File: config.mk
export PLATFORM = sky130hd
export DESIGN_NAME = skl_ctrl
export DESIGN_NICKNAME = d
export VERILOG_FILES = /design/src/rtl/skl_pkg.sv /design/src/rtl/skl_ctrl.sv
export SDC_FILE = /design/constraint.sdc
export NUM_CORES = 1
export LEC_CHECK = 0
export ABC_AREA = 1
export BUFFER_PORTS_ARGS = -buffer_cell sky130_fd_sc_hd__buf_2
export CAP_MARGIN = 20
export CORE_AREA = 2 2 39 41
export DETAILED_ROUTE_END_ITERATION = 12
export DIE_AREA = 0 0 41 43
export PLACE_DENSITY = 0.39
export SLEW_MARGIN = 25
export SYNTH_ARGS = -nofsm -noshare
export SYNTH_HDL_FRONTEND = slang
export SYNTH_SLANG_ARGS = --single-unit
File: constraint.sdc
create_clock -name clk -period 0.8 [get_ports clk]
set_input_delay 0.04 -clock clk [delete_from_list [all_inputs] [get_ports clk]]
set_output_delay 0.04 -clock clk [all_outputs]
set_load 0.03 [all_outputs]
File: src/rtl/skl_pkg.sv
// Shared types and constants for the sorted key lookup block.
// Item structs, opcodes, register indexes and controller/datapath links.
// No dependencies.
`default_nettype none

package skl_pkg;

	// table and field sizes
	localparam int DEFAULT_TABLE_DEPTH = 1024;
	localparam int KEY_W               = 64;
	localparam int COUNT_W             = 11;
	localparam int INDEX_W             = 10;
	localparam int CFG_INDEX_W         = 1;
	localparam int CFG_DATA_W          = 64;

	// item opcodes
	typedef enum logic [0:0] {
		OP_WRITE  = 1'b0,
		OP_LOOKUP = 1'b1
	} opcode_t;

	// configuration register indexes
	localparam logic [CFG_INDEX_W-1:0] REG_ENTRY_COUNT   = 1'd0;
	localparam logic [CFG_INDEX_W-1:0] REG_DEFAULT_VALUE = 1'd1;

	// input item
	typedef struct packed {
		opcode_t            opcode;
		logic [INDEX_W-1:0] entry_index;
		logic [KEY_W-1:0]   entry_key;
		logic [KEY_W-1:0]   entry_value;
		logic [KEY_W-1:0]   lookup_key;
	} in_item_t;

	// result item
	typedef struct packed {
		logic [COUNT_W-1:0] position;
		logic               found;
		logic [KEY_W-1:0]   result_value;
	} out_item_t;

	// controller to datapath commands
	typedef struct packed {
		logic write;
		logic start;
		logic step;
		logic finish;
	} skl_cmd_t;

	// datapath to controller status
	typedef struct packed {
		logic span_zero;
		logic out_free;
	} skl_status_t;

endpackage

`default_nettype wire

File: src/rtl/skl_ctrl.sv
// Controller for the sorted key lookup: accepts items and sequences the search.
// Depends on skl_pkg.
`default_nettype none

module skl_ctrl
	import skl_pkg::*;
(
	input  wire logic        clk,
	input  wire logic        arst_n,
	input  wire logic        in_valid,
	input  wire opcode_t     in_opcode,
	input  wire skl_status_t status,
	output logic             busy,
	output skl_cmd_t         cmd
);

	typedef enum logic [0:0] {
		ST_IDLE,
		ST_SEARCH
	} state_t;

	state_t state_q;
	logic   busy_q;
	logic   take;

	// item taken only while idle
	assign take = in_valid && !busy_q;

	// command decode
	always_comb begin
		cmd.write  = take && (in_opcode == OP_WRITE);
		cmd.start  = take && (in_opcode == OP_LOOKUP);
		cmd.step   = (state_q == ST_SEARCH) && !status.span_zero;
		cmd.finish = (state_q == ST_SEARCH) && status.span_zero && status.out_free;
	end

	assign busy = busy_q;

	// state and registered busy flag
	always_ff @(posedge clk or negedge arst_n) begin
		if (!arst_n) begin
			state_q <= ST_IDLE;
			busy_q  <= 1'b0;
		end else begin
			unique case (state_q)
				ST_IDLE: begin
					if (cmd.start) begin
						state_q <= ST_SEARCH;
						busy_q  <= 1'b1;
					end
				end
				ST_SEARCH: begin
					if (cmd.finish) begin
						state_q <= ST_IDLE;
						busy_q  <= 1'b0;
					end
				end
				default: begin
					state_q <= ST_IDLE;
					busy_q  <= 1'b0;
				end
			endcase
		end
	end

endmodule

`default_nettype wire

## Word level (Yosys, flattened, before mapping)

Index checks and enable logic that the tools add are counted.

- Flip-flop bits (word level): 2
- Latch bits: 0
- Bits in writable memories: 0
- Memory bits (read-only): 0
- Input port bits: 6
- Output and inout bits: 5
- Word-level logic and storage cells: 21
- Memories kept: 0

- Add/sub/neg operators: 0
- Multiply operators: 0
- Divide/modulo/power cells: 0
- Order comparisons: 0
- Equal/unequal tests: 2
- Shift-type cells: 0
- Muxes and demuxes: 6
- Bitwise operators: 2
- Reductions and logical operators: 9

Operators with widths:

| operator | number |
|---|---|
| $logic_and 1x1->1 | 6 |
| $mux 1 | 4 |
| $ne 2x2->1 const B | 2 |
| $pmux 1 s2 | 2 |
| $logic_not 1->1 | 2 |
| $not 1->1 | 2 |
| $reduce_and 2->1 | 1 |

## Depth between registers and ports, before layout

- Depth in word-level cells: 5
- Gate-level depth with buffers: 3

## Least setup slack after synthesis

OpenSTA, ideal clock, no wires.

- Path type: register -> output
- Start point: register busy_q, in the netlist busy
- End point: output port cmd[2] (netlist bit)
- Data arrival time: 1073 ps
- Data required time: 760 ps
- Setup slack: -313 ps
- Stages on the path, launching flop included: 4
- Buffers on the path: 0
- Cells stage by stage: dfrtp_1 -> inv_1 -> nand2_1 -> nor2_1

RTL lines:

| what | line | RTL |
|---|---|---|
| start: declaration | skl_ctrl.sv:23 | `logic busy_q;` |
| start signal: assignment | skl_ctrl.sv:43 | `busy_q <= 1'b0;` |
| start signal: assignment | skl_ctrl.sv:49 | `busy_q <= 1'b1;` |
| start signal: assignment | skl_ctrl.sv:55 | `busy_q <= 1'b0;` |
| end: declaration | skl_ctrl.sv:14 | `output skl_cmd_t cmd` |

==> run metrics <==
clock sink count 2; DR vias 173; Switching Share 0.395; violated checks negative setup slack; Hold Path End busy; Antenna diodes 0; R2R setup slack -210 ps; IO Count 11; clk_lat worst skew 230 ps; syn nets 22; CP startpoint busy; 1st-iter DRT viols 2; PD cells 3510 nW/um^2; max cap viols 0; CTS tree yes; final worst slack -228 ps; All-Layer GR Usage 0.0532; initial antenna violation count 0; Core Footprint 1380 sq um; final core utilization 0.240; vias per cell 3.26; post-DP HPWL 296 microns; Buffers on Ports 10; largest family of logic cells by synthesized area simple AND/OR/NAND/NOR gates; number of detailed-route iterations in the first pass 2; cell-internal power 0.704 mW; P_leak 0.178 nW; Longest Clk Path Bufs 2; Netlist cell types 6; Cell Rows 14; Die Width 41 microns; Clock Power Share 0.217; Routed Antenna Nets 0; CP Max Fanout 2; Final Wtd Congestion 0.597; largest net degree at the start of global routing 4; fin. max-slew vios 0; multiplexer area fraction after synthesis 0; CP arrival 990 ps; vias in the first global route 156; Max Freq 0.973 GHz; clock-pin slew on the worst setup and hold paths 40 ps; FF+latch count, synth 2; Die H 43 microns; outcome finished with violations; RSZ-0062 raised after global routing yes; Final min period 1030 ps; adder-cell area share of the yosys netlist 0; compound-gate portion of the synthesized area 0; Power Total 1.16 mW; Comb power frac 0.609; Seq/Total Area, Yosys 0.426; synth-to-layout area growth 182%; clock root cell clkbuf_4; fin nets 44; Routed WL per cell 7.34 microns; capturing point of the worst reg2reg path state_q; mean area per synthesized cell 7.35 sq um; r2r startpoint busy; Startpoint Class flip-flop; layout cells sized above 1 0.784; DRT Wirelength 389 microns; DRC viols 0; die area 1760 sq um; Synth Warn # 0; type of the worst min-delay path in -> reg; first-pass GRT wire length 565 microns; critical path class reg -> out; Clock Skews 7.02 ps; Hold Crit Depth 3; Slew @ Worst Pin 121 ps; Psw 0.460 mW; commonest non-fill, non-tap cell in the layout buf_4; crit share post-route 1.28; CTS H-tree lvls 1; xor/xnor share of the synthesized area 0; fill cell count 143; commonest cells after routing, fill and taps aside buf_4, buf_2, buf_6, nand2_1; final setup vio count 7; Simple-Gate Fraction of Synth Area 0.447; gr ovfl total 0; Initial Util 0.0850; Final Hold Fails 0; Multi-input gate area 82.6 sq um; TritonCTS buffer count 3; Seq pwr share 0.174; worst reg2reg path depth 6; endpoint class of the critical path output pin; worst ir drop on vdd 1.04 mV; Post-Synthesis Cells 16; cell area after synthesis 118 sq um; Storage cell area 51.3 sq um; CP Data Required Time 760 ps; hold path start in_valid; worst rel slew slack 0.919
==> registers in the layout, indices dropped and copies added, names as in the netlist <==
name and cells:
busy 1, state_q 1
==> area by class of cell <==
| type | instances | share of cell area |
|---|---|---|
| inverter | 4 | 0.0453 |
| multi-input combinational | 10 | 0.249 |
| clock buffer | 4 | 0.0792 |
| tap | 16 | 0.0604 |
| timing repair buffer | 17 | 0.411 |
| sequential | 2 | 0.155 |
==> how the worst max path moves through the flow <==
stage	end	depth (start not counted)
2_1_floorplan	cmd[2]	3
3_3_place_gp	cmd[2]	4
3_5_place_dp	cmd[2]	4
4_1_cts	cmd[2]	4
5_1_grt	cmd[2]	4
6_report	cmd[2]	4
==> metrics by stage <==
stage / setup TNS [ps] / cell area [sq um] / setup WS, ps / cells / hold WS [ps]
4_1_cts: -1070 / 319 / -240 / 52 / 109
2_1_floorplan: -124 / 144 / -73.4 / 16 / -256
3_5_place_dp: -82.9 / 229 / -64.3 / 44 / -170
5_1_grt: -1500 / 332 / -275 / 53 / 112
6_report: -1200 / 332 / -228 / 53 / 109
3_3_place_gp: -72.9 / 229 / -57.8 / 44 / -169
==> power groups by stage <==
stage               combinational [mW]  clock, mW  sequential, mW
finish                           0.709      0.253           0.202
global route                     0.767      0.276           0.210
CTS                              0.667      0.263           0.205
detailed placement               0.487          0           0.200
global placement                 0.487          0           0.195
floorplan                        0.252          0           0.253
==> cell families (layout without fill, tap and decap cells) <==
kind of cell           Yosys count  count (layout)
buffers and inverters            4              25
AND/OR/NAND/NOR                 10              10
flip-flops                       2               2
==> worst max-delay path, stage by stage, from the launching register on <==
cell     delay, ps
dfrtp_2        400
inv_2           70
nand2_4         60
nor2_4          90
buf_6          130
==> what timing repair did <==
item | 4_1_cts | 5_1_grt
gates resized for setup | 12 | 1
hold buffers | 1 | 0
hold endpoints to repair | 2 | 0
endpoints found under the setup margin | 7 | 7
pin swaps | 2 | 2
buffers inserted | 3 | 1
==> layer usage <==
layer,vias up,share of wire,track usage,wire [microns]
li1,88,-,-,-
met1,70,0.47,0.0641,183
met2,13,0.35,0.0563,138
met3,2,0.14,0.0471,53
met4,0,0.036,0.0400,14
met5,-,0,0,0
==> Yosys cell counts <==
cell / count / share of area
inv_1: 4 / 0.13
dfrtp_1: 2 / 0.43
nand4_2: 1 / 0.11
nand3_2: 1 / 0.085
nor2_1: 3 / 0.096
nand2_1: 5 / 0.16
No activity file was read; power rests on OpenSTA's default activity.
